File: src/sv/sd_spi_card_init_sequencer_defines.svh
// assertion macros for the sd spi card init sequencer
// used by the rtl files that carry concurrent checks; no other dependencies
`ifndef SD_SPI_CARD_INIT_SEQUENCER_DEFINES_SVH
`define SD_SPI_CARD_INIT_SEQUENCER_DEFINES_SVH

// same-cycle implication check
`define SDI_ASSERT_IMP(lbl, clk, rst_n, ante, cons, msg) \
  lbl: assert property (@(posedge clk) disable iff (!rst_n) (ante) |-> (cons)) \
    else $error(msg);

// next-cycle implication check
`define SDI_ASSERT_NXT(lbl, clk, rst_n, ante, cons, msg) \
  lbl: assert property (@(posedge clk) disable iff (!rst_n) (ante) |=> (cons)) \
    else $error(msg);

`endif

File: src/sv/sdi_pkg.sv
// types, codes and the command frame table of the sd spi init sequencer
// no dependencies; imported by every module of the block
`default_nettype none

package sdi_pkg;

  // sequencer phases, one-hot
  typedef enum logic [18:0] {
    PH_IDLE    = 19'h00001,
    PH_DUMMY   = 19'h00002,
    PH_CMD0    = 19'h00004,
    PH_CMD8    = 19'h00008,
    PH_L55     = 19'h00010,
    PH_L41     = 19'h00020,
    PH_CMD1    = 19'h00040,
    PH_CMD59   = 19'h00080,
    PH_CMD16   = 19'h00100,
    PH_H55     = 19'h00200,
    PH_H41     = 19'h00400,
    PH_CMD58   = 19'h00800,
    PH_V1GAP   = 19'h01000,
    PH_FASTGAP = 19'h02000,
    PH_ECHO    = 19'h04000,
    PH_ECHOGAP = 19'h08000,
    PH_OCR     = 19'h10000,
    PH_OCRGAP  = 19'h20000,
    PH_DONE    = 19'h40000
  } phase_e;

  // position inside one command frame, one-hot
  typedef enum logic [3:0] {
    PT_PRE   = 4'b0001,
    PT_FRAME = 4'b0010,
    PT_POLL  = 4'b0100,
    PT_POST  = 4'b1000
  } part_e;

  // configuration register indexes
  localparam int unsigned CFG_IW = 3;
  localparam int unsigned CFG_DW = 9;
  localparam logic [CFG_IW-1:0] CFG_POLL_LIMIT   = 3'd0;
  localparam logic [CFG_IW-1:0] CFG_IDLE_LIMIT   = 3'd1;
  localparam logic [CFG_IW-1:0] CFG_LEGACY_LIMIT = 3'd2;
  localparam logic [CFG_IW-1:0] CFG_HC_LIMIT     = 3'd3;
  localparam logic [CFG_IW-1:0] CFG_DUMMY_COUNT  = 3'd4;

  // configuration reset values
  localparam logic [7:0] RST_POLL_LIMIT   = 8'd200;
  localparam logic [8:0] RST_IDLE_LIMIT   = 9'd200;
  localparam logic [8:0] RST_LEGACY_LIMIT = 9'd400;
  localparam logic [8:0] RST_HC_LIMIT     = 9'd200;
  localparam logic [3:0] RST_DUMMY_COUNT  = 4'd10;

  // card type codes
  localparam logic [2:0] CARD_UNKNOWN = 3'd0;
  localparam logic [2:0] CARD_MMC     = 3'd1;
  localparam logic [2:0] CARD_SDV1    = 3'd2;
  localparam logic [2:0] CARD_SDV2    = 3'd3;
  localparam logic [2:0] CARD_SDHC    = 3'd4;

  // card response and bus byte codes
  localparam logic [7:0] BYTE_IDLE    = 8'hFF;
  localparam logic [7:0] R1_READY     = 8'h00;
  localparam logic [7:0] R1_IN_IDLE   = 8'h01;
  localparam logic [7:0] R1_ILLEGAL   = 8'h05;
  localparam logic [7:0] ECHO_VOLTAGE = 8'h01;
  localparam logic [7:0] ECHO_PATTERN = 8'hAA;
  localparam logic [7:0] CODE_FAIL    = 8'h01;
  localparam logic [7:0] CODE_OK      = 8'h00;

  // command codes, arguments and crc bytes
  localparam logic [5:0]  CMD_GO_IDLE   = 6'd0;
  localparam logic [5:0]  CMD_SEND_OP   = 6'd1;
  localparam logic [5:0]  CMD_IF_COND   = 6'd8;
  localparam logic [5:0]  CMD_BLOCKLEN  = 6'd16;
  localparam logic [5:0]  CMD_APP_OP    = 6'd41;
  localparam logic [5:0]  CMD_APP       = 6'd55;
  localparam logic [5:0]  CMD_READ_OCR  = 6'd58;
  localparam logic [5:0]  CMD_CRC_ON    = 6'd59;
  localparam logic [31:0] ARG_IF_COND   = 32'h0000_01AA;
  localparam logic [31:0] ARG_BLOCKLEN  = 32'h0000_0200;
  localparam logic [31:0] ARG_HCS       = 32'h4000_0000;
  localparam logic [7:0]  CRC_GO_IDLE   = 8'h95;
  localparam logic [7:0]  CRC_IF_COND   = 8'h87;
  localparam logic [1:0]  CMD_START     = 2'b01;

  // frame length numbers
  localparam logic [2:0] FRAME_LAST     = 3'd5;
  localparam logic [2:0] PRE_BYTES      = 3'd3;
  localparam logic [2:0] PRE_BYTES_HOLD = 3'd1;
  localparam logic [2:0] READ_BYTES     = 3'd4;

  // configuration registers as seen by the sequencer
  typedef struct packed {
    logic [7:0] poll_limit;
    logic [8:0] idle_limit;
    logic [8:0] legacy_limit;
    logic [8:0] hc_limit;
    logic [3:0] dummy_count;
  } cfg_t;

  // sequencer state
  typedef struct packed {
    phase_e     phase;
    part_e      part;
    logic [2:0] frame_index;
    logic [3:0] dummy_count;
    logic [7:0] poll_count;
    logic [8:0] retry_count;
    logic [2:0] card_kind;
    logic [7:0] last_response;
    logic       speed_flag;
  } state_t;

  // trailing byte store, four bytes
  typedef logic [3:0][7:0] trail_t;

  // write into the trailing byte store
  typedef struct packed {
    logic       we;
    logic [1:0] idx;
    logic [7:0] data;
  } trail_wr_t;

  // one result item
  typedef struct packed {
    logic [7:0] tx_byte;
    logic       cs_active;
    logic       fast_clock;
    logic       done_res;
    logic [7:0] result_code;
    logic [2:0] card_type;
  } res_t;

  // frames that keep chip select asserted after the response
  function automatic logic cmd_hold(input phase_e ph);
    logic h;
    h = (ph == PH_CMD8) || (ph == PH_CMD58);
    return h;
  endfunction

  // byte idx of the command frame sent in phase ph
  function automatic logic [7:0] frame_byte(input phase_e ph, input logic [2:0] idx);
    logic [5:0]  cmd;
    logic [31:0] arg;
    logic [7:0]  crc;
    logic [7:0]  b;
    cmd = CMD_GO_IDLE;
    arg = '0;
    crc = '0;
    case (ph)
      PH_CMD0: begin
        cmd = CMD_GO_IDLE;
        crc = CRC_GO_IDLE;
      end
      PH_CMD8: begin
        cmd = CMD_IF_COND;
        arg = ARG_IF_COND;
        crc = CRC_IF_COND;
      end
      PH_L55, PH_H55: cmd = CMD_APP;
      PH_L41: cmd = CMD_APP_OP;
      PH_H41: begin
        cmd = CMD_APP_OP;
        arg = ARG_HCS;
      end
      PH_CMD1: cmd = CMD_SEND_OP;
      PH_CMD59: begin
        cmd = CMD_CRC_ON;
        crc = CRC_GO_IDLE;
      end
      PH_CMD16: begin
        cmd = CMD_BLOCKLEN;
        arg = ARG_BLOCKLEN;
        crc = CRC_GO_IDLE;
      end
      PH_CMD58: cmd = CMD_READ_OCR;
      default: cmd = CMD_GO_IDLE;
    endcase
    case (idx)
      3'd0: b = {CMD_START, cmd};
      3'd1: b = arg[31:24];
      3'd2: b = arg[23:16];
      3'd3: b = arg[15:8];
      3'd4: b = arg[7:0];
      default: b = crc;
    endcase
    return b;
  endfunction

endpackage

`default_nettype wire

File: src/sv/sdi_cfg_regs.sv
// configuration registers of the sd spi init sequencer, plain write port
// depends on sdi_pkg
`default_nettype none

module sdi_cfg_regs (
  input  wire logic                      clk_i,
  input  wire logic                      rst_ni,
  input  wire logic                      cfg_we_i,
  input  wire logic [sdi_pkg::CFG_IW-1:0] cfg_index_i,
  input  wire logic [sdi_pkg::CFG_DW-1:0] cfg_data_i,
  output sdi_pkg::cfg_t                  cfg_o
);
  import sdi_pkg::*;

  cfg_t cfg_q, cfg_d;

  // register write decode, unknown indexes are dropped
  always_comb begin
    cfg_d = cfg_q;
    if (cfg_we_i) begin
      case (cfg_index_i)
        CFG_POLL_LIMIT:   cfg_d.poll_limit   = cfg_data_i[7:0];
        CFG_IDLE_LIMIT:   cfg_d.idle_limit   = cfg_data_i[8:0];
        CFG_LEGACY_LIMIT: cfg_d.legacy_limit = cfg_data_i[8:0];
        CFG_HC_LIMIT:     cfg_d.hc_limit     = cfg_data_i[8:0];
        CFG_DUMMY_COUNT:  cfg_d.dummy_count  = cfg_data_i[3:0];
        default:          cfg_d = cfg_q;
      endcase
    end
  end

  always_ff @(posedge clk_i or negedge rst_ni) begin
    if (!rst_ni) begin
      cfg_q.poll_limit   <= RST_POLL_LIMIT;
      cfg_q.idle_limit   <= RST_IDLE_LIMIT;
      cfg_q.legacy_limit <= RST_LEGACY_LIMIT;
      cfg_q.hc_limit     <= RST_HC_LIMIT;
      cfg_q.dummy_count  <= RST_DUMMY_COUNT;
    end else begin
      cfg_q <= cfg_d;
    end
  end

  assign cfg_o = cfg_q;

endmodule

`default_nettype wire

File: src/sv/sdi_step.sv
// next-state and result logic of the sd spi init sequencer, one byte per step
// depends on sdi_pkg; purely combinational
`default_nettype none

module sdi_step (
  input  wire sdi_pkg::cfg_t     cfg_i,
  input  wire sdi_pkg::state_t   st_i,
  input  wire sdi_pkg::trail_t   trail_i,
  input  wire logic          start_req_i,
  input  wire logic [7:0]    rx_byte_i,
  output sdi_pkg::state_t    st_o,
  output sdi_pkg::trail_wr_t trail_wr_o,
  output sdi_pkg::res_t      res_o
);
  import sdi_pkg::*;

  state_t     nxt;
  logic [7:0] tx;
  logic       cs;
  logic       hold;
  logic       do_dec;
  logic [7:0] dec_r;
  logic       bc_en;
  phase_e     bc_ph;
  logic       fin_en;
  logic [7:0] fin_code;
  logic [9:0] retry_inc;
  logic [8:0] idle_lim;
  logic [8:0] legacy_lim;
  logic [8:0] hc_lim;
  logic [3:0] dummy_lim;
  logic [2:0] fi_inc;
  logic       read_en;
  phase_e     read_gap;

  // zero limits behave as one
  assign idle_lim   = (cfg_i.idle_limit == '0) ? 9'd1 : cfg_i.idle_limit;
  assign legacy_lim = (cfg_i.legacy_limit == '0) ? 9'd1 : cfg_i.legacy_limit;
  assign hc_lim     = (cfg_i.hc_limit == '0) ? 9'd1 : cfg_i.hc_limit;
  assign dummy_lim  = (cfg_i.dummy_count == '0) ? 4'd1 : cfg_i.dummy_count;

  assign retry_inc = {1'b0, st_i.retry_count} + 10'd1;
  assign fi_inc    = st_i.frame_index + 3'd1;
  assign hold      = cmd_hold(st_i.phase);

  always_comb begin
    nxt        = st_i;
    tx         = BYTE_IDLE;
    cs         = 1'b0;
    do_dec     = 1'b0;
    dec_r      = st_i.last_response;
    bc_en      = 1'b0;
    bc_ph      = PH_CMD0;
    fin_en     = 1'b0;
    fin_code   = CODE_OK;
    read_en    = 1'b0;
    read_gap   = PH_ECHOGAP;
    trail_wr_o = '{we: 1'b0, idx: st_i.frame_index[1:0], data: rx_byte_i};

    if (start_req_i) begin
      // restart from the dummy clocks
      nxt.phase         = PH_DUMMY;
      nxt.part          = PT_PRE;
      nxt.frame_index   = '0;
      nxt.poll_count    = '0;
      nxt.retry_count   = '0;
      nxt.card_kind     = CARD_UNKNOWN;
      nxt.speed_flag    = 1'b0;
      nxt.last_response = BYTE_IDLE;
      nxt.dummy_count   = 4'd1;
    end else begin
      case (st_i.phase)
        // command frame: preamble, six bytes, response poll, release byte unless cs is held
        PH_CMD0, PH_CMD8, PH_L55, PH_L41, PH_CMD1, PH_CMD59, PH_CMD16,
        PH_H55, PH_H41, PH_CMD58: begin
          case (st_i.part)
            PT_PRE: begin
              if (st_i.frame_index < (hold ? PRE_BYTES_HOLD : PRE_BYTES)) begin
                nxt.frame_index = fi_inc;
              end else begin
                nxt.part        = PT_FRAME;
                nxt.frame_index = '0;
                tx              = frame_byte(st_i.phase, 3'd0);
                cs              = 1'b1;
              end
            end
            PT_FRAME: begin
              cs = 1'b1;
              if (st_i.frame_index < FRAME_LAST) begin
                nxt.frame_index = fi_inc;
                tx              = frame_byte(st_i.phase, fi_inc);
              end else begin
                nxt.part       = PT_POLL;
                nxt.poll_count = '0;
              end
            end
            PT_POLL: begin
              if (rx_byte_i == BYTE_IDLE && st_i.poll_count < cfg_i.poll_limit) begin
                nxt.poll_count = st_i.poll_count + 8'd1;
                cs             = 1'b1;
              end else begin
                nxt.last_response = rx_byte_i;
                if (hold) begin
                  do_dec = 1'b1;
                  dec_r  = rx_byte_i;
                end else begin
                  nxt.part = PT_POST;
                end
              end
            end
            default: do_dec = 1'b1;
          endcase
        end
        PH_DUMMY: begin
          if (st_i.dummy_count < dummy_lim) begin
            nxt.dummy_count = st_i.dummy_count + 4'd1;
          end else begin
            nxt.retry_count = '0;
            bc_en           = 1'b1;
            bc_ph           = PH_CMD0;
          end
        end
        PH_V1GAP: begin
          nxt.retry_count = '0;
          bc_en           = 1'b1;
          bc_ph           = PH_L55;
        end
        PH_FASTGAP: begin
          bc_en = 1'b1;
          bc_ph = PH_CMD59;
        end
        PH_ECHO: begin
          read_en  = 1'b1;
          read_gap = PH_ECHOGAP;
        end
        PH_ECHOGAP: begin
          if (trail_i[2] == ECHO_VOLTAGE && trail_i[3] == ECHO_PATTERN) begin
            nxt.retry_count = '0;
            bc_en           = 1'b1;
            bc_ph           = PH_H55;
          end else begin
            fin_en   = 1'b1;
            fin_code = st_i.last_response;
          end
        end
        PH_OCR: begin
          read_en  = 1'b1;
          read_gap = PH_OCRGAP;
        end
        PH_OCRGAP: begin
          nxt.card_kind  = trail_i[0][6] ? CARD_SDHC : CARD_SDV2;
          nxt.speed_flag = 1'b1;
          fin_en         = 1'b1;
          fin_code       = CODE_OK;
        end
        PH_DONE: nxt.phase = PH_DONE;
        default: nxt.phase = PH_IDLE;
      endcase
    end

    // trailing byte read after cmd8 or cmd58
    if (read_en) begin
      trail_wr_o.we   = 1'b1;
      nxt.frame_index = fi_inc;
      if (fi_inc < READ_BYTES) begin
        cs = 1'b1;
      end else begin
        nxt.phase = read_gap;
      end
    end

    // response decision at the end of a frame
    if (do_dec) begin
      case (st_i.phase)
        PH_CMD0: begin
          nxt.retry_count = retry_inc[8:0];
          if (dec_r == R1_IN_IDLE) begin
            bc_en = 1'b1;
            bc_ph = PH_CMD8;
          end else if (retry_inc >= {1'b0, idle_lim}) begin
            fin_en   = 1'b1;
            fin_code = CODE_FAIL;
          end else begin
            bc_en = 1'b1;
            bc_ph = PH_CMD0;
          end
        end
        PH_CMD8: begin
          if (dec_r == R1_ILLEGAL) begin
            nxt.card_kind = CARD_SDV1;
            nxt.phase     = PH_V1GAP;
          end else if (dec_r == R1_IN_IDLE) begin
            nxt.phase       = PH_ECHO;
            nxt.frame_index = '0;
            cs              = 1'b1;
          end else begin
            fin_en   = 1'b1;
            fin_code = dec_r;
          end
        end
        PH_L55: begin
          if (dec_r == BYTE_IDLE) begin
            fin_en   = 1'b1;
            fin_code = dec_r;
          end else begin
            bc_en = 1'b1;
            bc_ph = PH_L41;
          end
        end
        PH_L41: begin
          nxt.retry_count = retry_inc[8:0];
          if (dec_r == R1_READY) begin
            nxt.speed_flag = 1'b1;
            nxt.phase      = PH_FASTGAP;
          end else if (retry_inc >= {1'b0, legacy_lim}) begin
            nxt.retry_count = '0;
            bc_en           = 1'b1;
            bc_ph           = PH_CMD1;
          end else begin
            bc_en = 1'b1;
            bc_ph = PH_L55;
          end
        end
        PH_CMD1: begin
          nxt.retry_count = retry_inc[8:0];
          if (dec_r == R1_READY) begin
            nxt.card_kind  = CARD_MMC;
            nxt.speed_flag = 1'b1;
            nxt.phase      = PH_FASTGAP;
          end else if (retry_inc >= {1'b0, legacy_lim}) begin
            fin_en   = 1'b1;
            fin_code = CODE_FAIL;
          end else begin
            bc_en = 1'b1;
            bc_ph = PH_CMD1;
          end
        end
        PH_CMD59: begin
          if (dec_r != R1_READY) begin
            fin_en   = 1'b1;
            fin_code = dec_r;
          end else begin
            bc_en = 1'b1;
            bc_ph = PH_CMD16;
          end
        end
        PH_CMD16: begin
          fin_en   = 1'b1;
          fin_code = dec_r;
        end
        PH_H55: begin
          if (dec_r != R1_IN_IDLE) begin
            fin_en   = 1'b1;
            fin_code = dec_r;
          end else begin
            bc_en = 1'b1;
            bc_ph = PH_H41;
          end
        end
        PH_H41: begin
          nxt.retry_count = retry_inc[8:0];
          if (dec_r == R1_READY) begin
            bc_en = 1'b1;
            bc_ph = PH_CMD58;
          end else if (retry_inc >= {1'b0, hc_lim}) begin
            fin_en   = 1'b1;
            fin_code = dec_r;
          end else begin
            bc_en = 1'b1;
            bc_ph = PH_H55;
          end
        end
        PH_CMD58: begin
          if (dec_r != R1_READY) begin
            fin_en   = 1'b1;
            fin_code = dec_r;
          end else begin
            nxt.phase       = PH_OCR;
            nxt.frame_index = '0;
            cs              = 1'b1;
          end
        end
        default: nxt.phase = st_i.phase;
      endcase
    end

    // enter a new command frame
    if (bc_en) begin
      nxt.phase       = bc_ph;
      nxt.part        = PT_PRE;
      nxt.frame_index = 3'd1;
      tx              = BYTE_IDLE;
      cs              = 1'b0;
    end

    // finish with a result code
    if (fin_en) begin
      nxt.last_response = fin_code;
      nxt.phase         = PH_DONE;
      tx                = BYTE_IDLE;
      cs                = 1'b0;
    end
  end

  // result item from the updated state
  always_comb begin
    res_o.tx_byte     = tx;
    res_o.cs_active   = cs;
    res_o.fast_clock  = nxt.speed_flag;
    res_o.done_res    = (nxt.phase == PH_DONE);
    res_o.result_code = (nxt.phase == PH_DONE) ? nxt.last_response : CODE_OK;
    res_o.card_type   = nxt.card_kind;
  end

  assign st_o = nxt;

endmodule

`default_nettype wire

File: src/sv/sd_spi_card_init_sequencer.sv
// sd card spi-mode start-up sequencer, top level
// depends on sdi_pkg, sdi_cfg_regs, sdi_step and the assertion macro header
//
// Usage: every input item is one spi byte exchange. start_req_i = 1 (re)starts the
// sequence and rx_byte_i is ignored; otherwise rx_byte_i is the byte the card
// returned during the exchange of the previous result item. Each result item
// names the next byte to shift out (tx_byte_o), the chip-select level for it
// (cs_active_o), the clock-speed flag, and once the sequence has finished
// done_res_o = 1 with result_code_o and card_type_o.
// Both channels use valid/ready. An item is taken into an input register; the
// sequencer step runs once that item waits and the result slot is free, and writes
// the result register. One item per cycle is sustained while the receiver keeps
// out_ready_i high; the limit is the state update of the sequencer, one step per item.
// When the receiver stalls, the result register holds and the input register
// holds one more item; in_ready_o drops only when both are full.
// Reset empties both registers, loads the configuration defaults and puts the
// sequencer in idle, where it answers 0xFF with chip select released.
// Configuration is written through cfg_we_i / cfg_index_i / cfg_data_i.
`default_nettype none

module sd_spi_card_init_sequencer (
  input  wire logic                       clk_i,
  input  wire logic                       rst_ni,
  input  wire logic                       cfg_we_i,
  input  wire logic [sdi_pkg::CFG_IW-1:0] cfg_index_i,
  input  wire logic [sdi_pkg::CFG_DW-1:0] cfg_data_i,
  input  wire logic                       in_valid_i,
  output logic                            in_ready_o,
  input  wire logic                       start_req_i,
  input  wire logic [7:0]                 rx_byte_i,
  output logic                            out_valid_o,
  input  wire logic                       out_ready_i,
  output logic [7:0]                      tx_byte_o,
  output logic                            cs_active_o,
  output logic                            fast_clock_o,
  output logic                            done_res_o,
  output logic [7:0]                      result_code_o,
  output logic [2:0]                      card_type_o
);
  import sdi_pkg::*;

`include "sd_spi_card_init_sequencer_defines.svh"

  cfg_t      cfg;
  state_t    st_q, st_d;
  trail_t    trail_q;
  trail_wr_t trail_wr;
  res_t      res_d, res_q;

  logic       in_valid_q;
  logic       in_start_q;
  logic [7:0] in_rx_q;
  logic       out_valid_q;
  logic       fire;
  logic       in_take;

  // configuration registers
  sdi_cfg_regs u_cfg (
    .clk_i       (clk_i),
    .rst_ni      (rst_ni),
    .cfg_we_i    (cfg_we_i),
    .cfg_index_i (cfg_index_i),
    .cfg_data_i  (cfg_data_i),
    .cfg_o       (cfg)
  );

  // handshake: step fires when an item waits and the result slot frees up
  assign fire       = in_valid_q && (!out_valid_q || out_ready_i);
  assign in_ready_o = !in_valid_q || fire;
  assign in_take    = in_valid_i && in_ready_o;

  // input register
  always_ff @(posedge clk_i or negedge rst_ni) begin
    if (!rst_ni) begin
      in_valid_q <= 1'b0;
    end else if (in_ready_o) begin
      in_valid_q <= in_valid_i;
    end
  end

  always_ff @(posedge clk_i) begin
    if (in_take) begin
      in_start_q <= start_req_i;
      in_rx_q    <= rx_byte_i;
    end
  end

  // sequencer step
  sdi_step u_step (
    .cfg_i       (cfg),
    .st_i        (st_q),
    .trail_i     (trail_q),
    .start_req_i (in_start_q),
    .rx_byte_i   (in_rx_q),
    .st_o        (st_d),
    .trail_wr_o  (trail_wr),
    .res_o       (res_d)
  );

  // sequencer state
  always_ff @(posedge clk_i or negedge rst_ni) begin
    if (!rst_ni) begin
      st_q.phase         <= PH_IDLE;
      st_q.part          <= PT_PRE;
      st_q.frame_index   <= '0;
      st_q.dummy_count   <= '0;
      st_q.poll_count    <= '0;
      st_q.retry_count   <= '0;
      st_q.card_kind     <= CARD_UNKNOWN;
      st_q.last_response <= BYTE_IDLE;
      st_q.speed_flag    <= 1'b0;
    end else if (fire) begin
      st_q <= st_d;
    end
  end

  // trailing byte store, written before it is read
  always_ff @(posedge clk_i) begin
    if (fire && trail_wr.we) begin
      trail_q[trail_wr.idx] <= trail_wr.data;
    end
  end

  // result register
  always_ff @(posedge clk_i or negedge rst_ni) begin
    if (!rst_ni) begin
      out_valid_q <= 1'b0;
    end else if (fire) begin
      out_valid_q <= 1'b1;
    end else if (out_ready_i) begin
      out_valid_q <= 1'b0;
    end
  end

  always_ff @(posedge clk_i) begin
    if (fire) begin
      res_q <= res_d;
    end
  end

  assign out_valid_o   = out_valid_q;
  assign tx_byte_o     = res_q.tx_byte;
  assign cs_active_o   = res_q.cs_active;
  assign fast_clock_o  = res_q.fast_clock;
  assign done_res_o    = res_q.done_res;
  assign result_code_o = res_q.result_code;
  assign card_type_o   = res_q.card_type;

  // checks
  `SDI_ASSERT_NXT(a_fire_fills_out, clk_i, rst_ni, fire, out_valid_q, "step result lost")
  `SDI_ASSERT_NXT(a_in_holds, clk_i, rst_ni, in_valid_q && !fire, in_valid_q && $stable(in_rx_q) && $stable(in_start_q), "pending item changed")
  `SDI_ASSERT_IMP(a_fast_has_kind, clk_i, rst_ni, st_q.speed_flag, st_q.card_kind != CARD_UNKNOWN, "fast clock without card type")

endmodule

`default_nettype wire

File: config.mk
export PLATFORM = sky130hd
export DESIGN_NAME = sd_spi_card_init_sequencer
export DESIGN_NICKNAME = d
export VERILOG_FILES = /design/src/sv/sdi_pkg.sv /design/src/sv/sdi_cfg_regs.sv /design/src/sv/sdi_step.sv /design/src/sv/sd_spi_card_init_sequencer.sv
export VERILOG_INCLUDE_DIRS = /design/src /design/src/sv
export SDC_FILE = /design/constraint.sdc
export NUM_CORES = 1
export LEC_CHECK = 0
export ABC_AREA = 1
export BUFFER_PORTS_ARGS = -buffer_cell sky130_fd_sc_hd__buf_2
export CORE_MARGIN = 3
export CORE_UTILIZATION = 47
export DETAILED_ROUTE_END_ITERATION = 10
export PLACE_DENSITY = 0.67
export RECOVER_POWER = 50
export SETUP_SLACK_MARGIN = 0.3
export SLEW_MARGIN = 20
export SYNTH_ARGS = -nofsm -noshare
export SYNTH_HDL_FRONTEND = slang
export SYNTH_HIERARCHICAL = 1
export SYNTH_SLANG_ARGS = --single-unit
export TNS_END_PERCENT = 20
File: constraint.sdc
create_clock -name clk_i -period 6.66 [get_ports clk_i]
set_input_delay 0.333 -clock clk_i [delete_from_list [all_inputs] [get_ports clk_i]]
set_output_delay 0.333 -clock clk_i [all_outputs]
set_load 0.03 [all_outputs]
=== After elaboration in Yosys (flattened, before gate mapping) ===
Index checks and enable logic that the tools add are counted.

* $add $sub $neg: 4
* Order comparisons: 10
* Equal/unequal tests: 43
* Muxes and demuxes: 161
* Bitwise logic cells: 1
* Reduce and logical (&&, ||, !) cells: 48

{| class="wikitable"
|+ Operators with widths
! cell !! number
|-
| 19-bit 2-to-1 mux || 21
|-
| 8-bit 2-to-1 mux || 30
|-
| 19-bit case mux with 7 select lines || 1
|-
| 31-bit case mux with 3 select lines || 1
|-
| 19-bit case mux with 4 select lines || 1
|-
| 8-bit case mux with 8 select lines || 1
|-
| 9-bit 2-to-1 mux || 7
|-
| 59-bit 2-to-1 mux || 1
|-
| 19-bit case mux with 3 select lines || 1
|-
| 1-bit 2-to-1 mux || 51
|-
| 8-bit case mux with 2 select lines || 3
|-
| 6-bit case mux with 7 select lines || 1
|-
| 8-bit case mux with 5 select lines || 1
|-
| 19-bit equality test, second input constant || 2
|-
| 19-bit case mux with 2 select lines || 1
|-
| 3-bit 2-to-1 mux || 11
|-
| 32-bit bitwise mux || 1
|-
| 10-bit by 9-bit greater-or-equal comparator with 1-bit output || 3
|-
| 4-bit 2-to-1 mux || 7
|-
| 9-bit logical NOT || 3
|-
| 9-bit case mux with 3 select lines || 1
|-
| 26-bit 2-to-1 mux || 1
|-
| 8-bit equality test, second input constant || 3
|-
| 19-bit by 10-bit equality test with 1-bit output, second input constant || 1
|-
| 73 further kinds || 113
|}

* Register bits after elaboration: 163
* Bits of input ports: 26
* Output and inout port bits: 24

=== Longest topological paths before layout ===
Gate-level depths: netlist of run 1.

* Depth in word-level cells: 17
* Depth in mapped cells: 30
* Gate-level depth less buffers: 29

=== By module ===
Netlist of run 1, hierarchy kept.

{| class="wikitable"
|+ By module, submodules not included
! module !! instances !! cells each !! area each (µm²)
|-
| sdi_step || 1 || 1058 || 5485.3
|-
| sd_spi_card_init_sequencer || 1 || 340 || 4404.2
|-
| sdi_cfg_regs || 1 || 179 || 1590.3
|}

=== Worst setup path before layout of run 1 ===
OpenSTA, ideal clock, no wires.

* Path kind: register to register
* Start point: reg u_cfg.cfg_q (netlist bit u_cfg/cfg_o[37])
* End point: reg st_q[55] in the netlist's numbering
* Arrival time: 3154 ps
* Setup slack: 3441 ps
* Cell stages (with the launch flop): 27
* Period minus slack after synthesis: 3219 ps
* Path through: dfstp_2 -> inv_1 -> ha_1 -> nand2_1 -> nand2_1 -> a21oi_1 -> nand2_1 -> o21ai_1 -> nand3_2 -> nand2_1 -> nand2_1 -> nor2_2 -> nand2_2 -> nor2_4 -> buf_6 -> nand2_1 -> nand2_1 -> nand2_1 -> a21oi_2 -> nand2_1 -> nand2_2 -> nand2_4 -> nor2_8 -> inv_4 -> nor2_2 -> nand3_1 -> nand2_1

{| class="wikitable"
|+ RTL lines
! what !! RTL line !! source
|-
| from (decl) || sdi_cfg_regs.sv:15 || <nowiki>cfg_t cfg_q, cfg_d;</nowiki>
|-
| from (signal assigned) || sdi_cfg_regs.sv:40 || <nowiki>cfg_q <= cfg_d;</nowiki>
|-
| to (signal assigned) || sd_spi_card_init_sequencer.sv:113 || <nowiki>st_q <= st_d;</nowiki>
|-
| to (decl) || sd_spi_card_init_sequencer.sv:45 || <nowiki>state_t st_q, st_d;</nowiki>
|}

=== Final worst setup path of run 1 ===
* Start point: reg in_valid_q
* End point: reg res_q (netlist bit result_code_o[7]) (enable)

* Longest elaborated chain between the ends: 1

{| class="wikitable"
|+ RTL lines
! what !! RTL line !! source
|-
| from (decl) || sd_spi_card_init_sequencer.sv:50 || <nowiki>logic in_valid_q;</nowiki>
|-
| from (signal assigned) || sd_spi_card_init_sequencer.sv:77 || <nowiki>in_valid_q <= in_valid_i;</nowiki>
|-
| 1-bit logical AND || sd_spi_card_init_sequencer.sv:68 || <nowiki>assign fire = in_valid_q && (!out_valid_q || out_ready_i);</nowiki>
|-
| named net fire || sd_spi_card_init_sequencer.sv:54 || <nowiki>logic fire;</nowiki>
|-
| to (signal assigned) || sd_spi_card_init_sequencer.sv:137 || <nowiki>res_q <= res_d;</nowiki>
|-
| to (decl) || sd_spi_card_init_sequencer.sv:48 || <nowiki>res_t res_d, res_q;</nowiki>
|}

The timed path passes the listed nets, and every way through them passes these cells.
A chain may end at the register's enable or synchronous reset.

==> flow_summary.ini, run 1 <==
[status]
status = complete, but fails checks
violations = max-capacitance violations, max-slew violations

[cts]
cts_hold_buf = 1
clk_pin_slew_ns = 0.07
cts_tree = built
cts-resized-gates = 0
clock_latency_ns = 0.44
cts.sinks = 148
clk_path_buf_depth = 2
post_cts.repair.setup_buffers = 0
ctsRootBufferMaster = clkbuf_16
htree_levels = 4
cts_buffers = 17

[floorplan]
initial_utilization_pct = 48.2
die_h_um = 159
die_area_um2 = 25300
core-area_um2 = 22800
rows = 55
die_width_um = 159
io_pins = 50

[logic_synthesis]
syn_nets = 1631
netlist_area_um2 = 11000
syn_inst = 1560
synth_area_per_cell_um2 = 7.07
yosysWarnings = 6

[detailed_routing]
wirelength_um = 34400
vias = 10600
drt_iter0_drc = 976
routed_via_density = 5.58
drc = 0
drt-pass1-iter-count = 7
ant_nets = 0
wl_per_cell_um = 18.0

[hold_path]
hp-class = input port to register
hold_depth = 1
hold_start = rx_byte_i[7]

[sta]
final_hold_viol_count = 0
skew_ns = 0.0163
slew_viol_final = 101
relSlewSlack_pct = -112
setup_violations = 0
tightest_slew_ns = 3.19
period_minus_slack_ns = 5.16
fmax_mhz = 194
grt_setup_unrepaired = no
fin_crit_sh_pct = 77.5
timing.setup.tns_ns = 0

[critical_path]
required_ns = 6.70
cp_max_fo = 62
cp-end-kind = register
path_class = register to register
cp_data_arrival_time_ns = 5.21
worstSetupStartpoint = in_valid_q$_DFFE_PN0P_
cp-start-kind = register
rr_worst_depth = 3
reg2reg_from = in_valid_q$_DFFE_PN0P_

[grt]
overflow = 0
antenna_found_initial = 0
grt_pass1_vias = 9812
grt_max_degree = 65
grtUsageTotal_pct = 26.9
grt_first_pass_wirelength_um = 54300

[finish]
nNetsFinal = 1652
final_cells = 1907
area.growth.synth_to_final_pct = 7.69
drive_above_1_share_pct = 10.5
fin_area_um2 = 11900
fin_util_pct = 51.9
antenna_cells = 0

[power]
powerDensity_nw_per_um2 = 258
totalPowerFinal_uw = 3060
leakage_uw = 0.00586
vdd_drop_max_mv = 0.171

[flow_run]
cap_violations = 2

[place]
place.gp.congestion = 1.01
port-buffer-count = 49
dp_hpwl_um = 25700
post-place-cells = 1874
place_area_um2 = 11300
-- state kept, by name, summed over array words and instances (netlist names) --
register       cells
st_q              59
u_cfg/cfg_o       39
trail_q           17
in_rx_q            8
result_code_o      8
tx_byte_o          8
card_type_o        3
cs_active_o        1
done_res_o         1
fast_clock_o       1
in_start_q         1
in_valid_q         1
out_valid_o        1
-- per-stage QoR --
stage,worst slack [ns],hold slack (ns)
final,1.50,0.0673
after CTS,2.06,0.0552
after detailed placement,2.07,0.353
after floorplan,3.44,0.0374
after global placement,2.20,0.355
after global routing,1.19,0.0541
-- routing by layer --
metal | track usage (%) | wire length, µm | up-vias
li1 | - | - | 5159
met1 | 35.8 | 14800 | 5004
met2 | 43.9 | 15900 | 408
met3 | 3.72 | 2230 | 71
met4 | 11.8 | 1490 | 0
met5 | 0 | 0 | -
-- layout by cell type, fill, tap and decap left out, drive strengths merged, types with 5 or more instances in the layout --
cell,n
buf,28
nand2,502
inv,221
nand4,32
o21ai,61
a21oi,53
nor2,161
nor4,18
ha,45
xor2,6
clkbuf,48
dfstp,24
dfrtp,76
edfxtp,48
nand3,170
o211ai,10
nor3,20
a211oi,6
a31oi,5
-- area by class of cell --
class / count / area, µm²
Clock buffer: 20 / 478
Clock inverter: 12 / 101
Fill cell: 2384 / 11000
Inverter: 215 / 815
Multi-Input combinational cell: 1142 / 5840
Sequential cell: 148 / 3980
Tap cell: 313 / 392
Timing Repair Buffer: 57 / 268
-- final timing paths --
path                       slack, ns                           to
setup / recovery                1.50   result_code_o[7]$_DFFE_PP_
hold / removal                  0.07         in_rx_q[7]$_DFFE_PP_
setup reg to reg                1.50   result_code_o[7]$_DFFE_PP_
hold reg to reg                 0.46   u_cfg/cfg_o[1]$_DFFE_PN1P_
max in group asynchronous       3.68  u_cfg/cfg_o[24]$_DFFE_PN0P_
min in group asynchronous       1.13         st_q[35]$_DFFE_PN0P_
-- power breakdown --
group	internal, µW	switching, µW	total [µW]
combinational	246	648	894
clock	531	443	975
sequential	1080	110	1190
total	1860	1200	3060
-- worst max-delay path, stage by stage, from the launching register on --
cell	delay, ns
dfrtp_2	0.34
clkbuf_1	2.23
nand2_4	1.08
inv_1	1.07
(Power assumes the default switching activity.)
==> run 2, diff against run 1 <==
==> constraint.sdc (replaced) <==
create_clock -name clk_i -period 5.3 [get_ports clk_i]
set_input_delay 0.265 -clock clk_i [delete_from_list [all_inputs] [get_ports clk_i]]
set_output_delay 0.265 -clock clk_i [all_outputs]
set_load 0.03 [all_outputs]
==> run 2 against run 1 <==
The flow still finishes with violations (max-capacitance violations, max-slew violations); combinational power grew 26%; utilization rose by 0.48 points; via count decreased by 0.66%; non-clock buffer count is 11 higher; critical path depth up 22; fmax increased by 17%; register-to-register slack got worse by 0.62 ns; first-iteration DRC count increased by 3.5%; critical endpoint is now st_q[42]$_DFFE_PN0P_; largest cell class unchanged.
==> flow_summary.ini, run 2 (synthesized netlist as in run 1, its figures left out) <==
[sta]
final_hold_viol_count = 0
fmax_mhz = 226
fin_crit_sh_pct = 83.5
tightest_slew_ns = 3.08
timing.setup.tns_ns = 0
slew_viol_final = 143
skew_ns = 0.0129
whs_ns = 0.0142
setup_violations = 0
relSlewSlack_pct = -105
period_minus_slack_ns = 4.43
grt_setup_unrepaired = no

[finish]
largest_reg_flops = 59
fin_area_um2 = 12000
drive_above_1_share_pct = 10.7
final_cells = 1918
final_common_cell = nand2_1
antenna_cells = 0
regMostFlops = st_q
mostFrequentLayoutCells = nand2_1 (477), inv_1 (203), nand3_1 (161)
nNetsFinal = 1663
area.growth.synth_to_final_pct = 8.67
fin_util_pct = 52.4

[critical_path]
cp_data_arrival_time_ns = 4.78
reg2reg_from = st_q[45]$_DFFE_PN0P_
cp_common_cell = nand2_1
path_class = register to register
cp-start-kind = register
cp_slowest_cell = dfrtp_1
cp_max_fo = 16
endpoint = st_q[42]$_DFFE_PN0P_
slowest_delay_ns = 0.42
rr_worst_depth = 25
worstSetupStartpoint = st_q[45]$_DFFE_PN0P_
cp-end-kind = register
worstReg2RegEnd = st_q[42]$_DFFE_PN0P_
required_ns = 5.66
reg2reg_slack_ns = 0.87

[cts]
cts_buffers = 17
clk_path_buf_depth = 2
cts.sinks = 148
clock_latency_ns = 0.43
htree_levels = 4
cts_tree = built
cts-resized-gates = 0
clk_pin_slew_ns = 0.07
ctsRootBufferMaster = clkbuf_16

[detailed_routing]
vias = 10600
wl_per_cell_um = 17.9
drt_iter0_drc = 1010
ant_nets = 0
wirelength_um = 34400
routed_via_density = 5.51
drc = 0
drt-pass1-iter-count = 6

[power]
vdd_drop_max_mv = 0.232
powerDensity_nw_per_um2 = 322
leakage_uw = 0.00593

[grt]
antenna_found_initial = 0
grt_pass1_vias = 9953
grt_max_degree = 63
grt_first_pass_wirelength_um = 54800
overflow = 0
grtUsageTotal_pct = 27.0

[status]
status = complete, but fails checks
violations = max-capacitance violations, max-slew violations

[floorplan]
die_h_um = 159
die_width_um = 159
die_area_um2 = 25300
rows = 55
io_pins = 50
core-area_um2 = 22800
initial_utilization_pct = 48.2

[flow_run]
cap_violations = 3

[place]
place_area_um2 = 11400
place.gp.congestion = 1.04
port-buffer-count = 49
dp_hpwl_um = 25600
post-place-cells = 1878

[hold_path]
hp-class = input port to register
run 2: cell count changes in the layout (fill, tap and decap cells not counted), moves of 2 or more:
cell and change:
dlygate4sd3_1 +7, inv_6 -2, clkinv_2 +2, clkinvlp_4 -3
clkbuf_8 -2, clkinv_4 +3, buf_4 +4
run 2: area by class of cell:
class                           instances  area (µm²)
Clock inverter                         14         139
Timing Repair Buffer                   68         369
Clock buffer                           18         450
Tap cell                              313         392
Sequential cell                       148        3980
Multi-Input combinational cell       1142        5840
Inverter                              215         815
Fill cell                            2329       10900
run 2: worst max-delay path, delay by kind of cell (launching register included):
family	cells	cell delay, ns
DFF	1	0.42
and+or+nand+nor	24	3.81
buffers and inverters	1	0.09
run 2: metal layers:
layer,vias to the layer above,share of wire (%),track usage (%)
met2,386,46,44.1
met4,0,4.7,12.8
li1,5153,-,-
met1,4962,43,35.7
met3,71,6.0,3.49
met5,-,0,0
run 2: through the flow:
step	power (µW)	worst slack [ns]
global placement	2610	1.13
CTS	3870	1.01
floorplan	2320	2.08
global route	4090	0.380
detailed placement	2630	1.05
finish	3860	0.873
run 2: power by group:
part	leakage [µW]	internal [µW]	switching, µW	total (µW)
combinational	0.00393	317	816	1130
sequential	0.00170	1360	137	1490
clock	0.000297	690	545	1230
run 2: repair_timing:
item / in CTS / in global routing
hold buffers: 7 / 1
setup buffers: 0 / 0
endpoints found under the hold margin: 52 / 1
run 2: worst min path at each step:
stage / from / cells past startpoint / slack [ns] / end
after CTS: start_req_i / 1 / 0.003 / in_start_q$_DFFE_PP_
after floorplan: rst_ni / 0 / -0.03 / in_valid_q$_DFFE_PN0P_
after global placement: rst_ni / 1 / 0.37 / st_q[35]$_DFFE_PN0P_
after detailed placement: rst_ni / 1 / 0.37 / st_q[35]$_DFFE_PN0P_
final: rx_byte_i[3] / 1 / 0.01 / in_rx_q[3]$_DFFE_PP_
after global routing: rx_byte_i[3] / 1 / 0.005 / in_rx_q[3]$_DFFE_PP_
==> run 3, diff against run 2 <==
--- a/config.mk
+++ b/config.mk
@@ -11,7 +11,7 @@
 export CORE_MARGIN = 3
 export CORE_UTILIZATION = 47
 export DETAILED_ROUTE_END_ITERATION = 10
-export PLACE_DENSITY = 0.67
+export PLACE_DENSITY = 0.69
 export RECOVER_POWER = 50
 export SETUP_SLACK_MARGIN = 0.3
 export SLEW_MARGIN = 20
==> constraint.sdc (replaced) <==
create_clock -name clk_i -period 3.7 [get_ports clk_i]
set_input_delay 0.185 -clock clk_i [delete_from_list [all_inputs] [get_ports clk_i]]
set_output_delay 0.185 -clock clk_i [all_outputs]
set_load 0.03 [all_outputs]
==> run 3 against run 2 <==
The flow still finishes with violations (max-capacitance violations, max-slew violations); clock skew up 0.0049 ns; non-clock buffer count up 113; power up 52%; worst hold slack worse by 0.0014 ns; fmax up 29%; via count up 5.4%; sequential cell count unchanged; first-iteration DRC count up 11%; design area up 11%; critical endpoint is now result_code_o[2]$_DFFE_PP_; highest routed layer unchanged.
==> flow_summary.ini, run 3 (synthesized netlist as in run 1, its figures left out) <==
[critical_path]
required_ns = 3.89
slowest_delay_ns = 0.45
path_class = register to register
reg2reg_slack_ns = 0.27
reg2reg_from = st_q[44]$_DFFE_PN0P_
cp-end-kind = register
crit_path_cell_trace = nor2_4, nand2_4, nor2_4, buf_4, nand3_4, nand2_2, nor2_4, nand3_4, nand3_4, nand2_4, nand2_4, nor2_4, nand2_2, nor2_4, nor2_2, nand2_2, buf_4, nand3_1, nor2_1, o21ai_0, nand2_1, nand2_1, nand2_1, nor2_1
crit_family = simple AND/OR/NAND/NOR gates
cp_data_arrival_time_ns = 3.63
cp_common_cell = nor2_4
cp-start-kind = register
critPathBufInv = 2
cp_max_fo = 7
cp_slowest_cell = dfrtp_2
worstReg2RegEnd = result_code_o[2]$_DFFE_PP_
rr_worst_depth = 24

[power]
pwr-share-clk_pct = 30.8
power.net_switching_uw = 2310
powerDensity_nw_per_um2 = 441
p_comb_share_pct = 32.7
vdd_drop_max_mv = 0.290
swShare_pct = 39.3
p_seq_share_pct = 36.6
leakage_uw = 0.00652
power.internal_uw = 3570

[grt]
grtUsageTotal_pct = 27.8
grt_pass1_vias = 10600
grt_first_pass_wirelength_um = 56700
overflow = 0
grt_max_degree = 75
antenna_found_initial = 0

[finish]
antenna_cells = 0
final_common_cell = nand2_1
area.growth.synth_to_final_pct = 21.0
nNetsFinal = 1777
largest_reg_flops = 59
regMostFlops = st_q
nFillCells = 2242
mostFrequentLayoutCells = nand2_1 (443), inv_1 (196), nand3_1 (151)
fin_util_pct = 58.4
drive_above_1_share_pct = 20.8

[cts]
clock_latency_ns = 0.45
cts.sinks = 148
ctsRootBufferMaster = clkbuf_16
clk_pin_slew_ns = 0.08
cts_tree = built
htree_levels = 4
clk_path_buf_depth = 2
cts_buffers = 17

[sta]
tightest_slew_ns = 1.95
relSlewSlack_pct = -30.3
fmax_mhz = 291
slew_viol_final = 75
timing.setup.tns_ns = 0
period_minus_slack_ns = 3.43
skew_ns = 0.0178
final_hold_viol_count = 0
setup_violations = 0
fin_crit_sh_pct = 92.8
grt_setup_unrepaired = yes

[detailed_routing]
drt_iter0_drc = 1119
vias = 11100
routed_via_density = 5.48
drt-pass1-iter-count = 7
ant_nets = 0
drc = 0
wirelength_um = 36100
wl_per_cell_um = 17.8

[hold_path]
hold_start = cfg_data_i[4]
hp-class = input port to register
hold_depth = 3
min_to = u_cfg/cfg_o[17]$_DFFE_PN1P_

[place]
place.gp.congestion = 1.02
port-buffer-count = 49
dp_hpwl_um = 26100

[status]
violations = max-capacitance violations, max-slew violations
status = complete, but fails checks

[floorplan]
io_pins = 50
die_width_um = 159
die_area_um2 = 25300
die_h_um = 159
rows = 55
core-area_um2 = 22800
initial_utilization_pct = 48.2

[flow_run]
cap_violations = 1
## run 3: changes by cell type in the layout (fill, tap and decap cells not counted), sizes merged
| cell | before | now |
|---|---|---|
| dlygate4sd3 | 8 | 15 |
| nor2 | 161 | 162 |
| clkbuf | 46 | 53 |
| buf | 32 | 131 |
| clkinv | 8 | 6 |
| inv | 220 | 222 |
## run 3: area by class of cell
class | instances | area, µm² | area share (%)
Clock buffer | 18 | 439 | 3.29
Clock inverter | 14 | 156 | 1.17
Inverter | 215 | 817 | 6.13
Multi-Input combinational cell | 1143 | 6300 | 47.2
Sequential cell | 148 | 3980 | 29.8
Tap cell | 313 | 392 | 2.94
Timing Repair Buffer | 181 | 1250 | 9.40
## run 3: stage by stage
stage / area (µm²) / total power, µW / hold WS (ns) / setup WS, ns / std cells
after floorplan: 11000 / 3330 / -0.111 / 0.481 / 1560
after global placement: 12000 / 3860 / 0.363 / 0.0761 / 1958
after detailed placement: 12000 / 3890 / 0.365 / 0.0895 / 1958
after CTS: 12900 / 5770 / 0.0155 / 0.273 / 2015
after global routing: 13300 / 6210 / 0.0238 / 0.0421 / 2032
final: 13300 / 5890 / 0.0128 / 0.265 / 2032
## run 3: how the worst max path moves through the flow
stage	start	endpoint	slack [ns]	depth (start not counted)
floorplan	u_cfg/cfg_o[37]$_DFFE_PN1P_	st_q[55]$_DFFE_PN0P_	0.48	26
global placement	u_cfg/cfg_o[38]$_DFFE_PN1P_	st_q[49]$_DFFE_PN0P_	0.08	26
detailed placement	st_q[14]$_DFFE_PN0P_	result_code_o[3]$_DFFE_PP_	0.09	21
CTS	u_cfg/cfg_o[37]$_DFFE_PN1P_	st_q[49]$_DFFE_PN0P_	0.27	24
global route	st_q[13]$_DFFE_PN0P_	st_q[41]$_DFFE_PN0P_	0.04	27
finish	st_q[44]$_DFFE_PN0P_	result_code_o[2]$_DFFE_PP_	0.27	24
## run 3: power groups by stage
stage | clock [µW] | combinational [µW] | sequential [µW]
5_1_grt | 1910 | 2110 | 2190
3_3_place_gp | 0 | 1690 | 2170
2_1_floorplan | 0 | 1190 | 2140
4_1_cts | 1840 | 1780 | 2140
3_5_place_dp | 0 | 1720 | 2170
6_report | 1810 | 1920 | 2150
## run 3: metal layers
metal	routed length [µm]	track usage (%)	vias up	share of wire (%)
li1	-	-	5393	-
met1	14900	34.2	5210	41
met2	17400	47.9	424	48
met3	1830	3.88	116	5.1
met4	1930	14.0	0	5.3
met5	0	0	-	0
## run 3: worst min-delay path, stage by stage
cell and delay (ns):
buf_2 0.13, nand3_1 0.08, nand2_1 0.05
## run 3: repair_timing
action                                 in CTS  in global routing
cloned                                      2                  1
pin swaps                                  16                 59
hold buffers                               15                  0
gates resized for setup                    28                 96
buffers inserted                            8                 16
setup endpoints to repair                  43                 54
endpoints found under the hold margin      75                  0
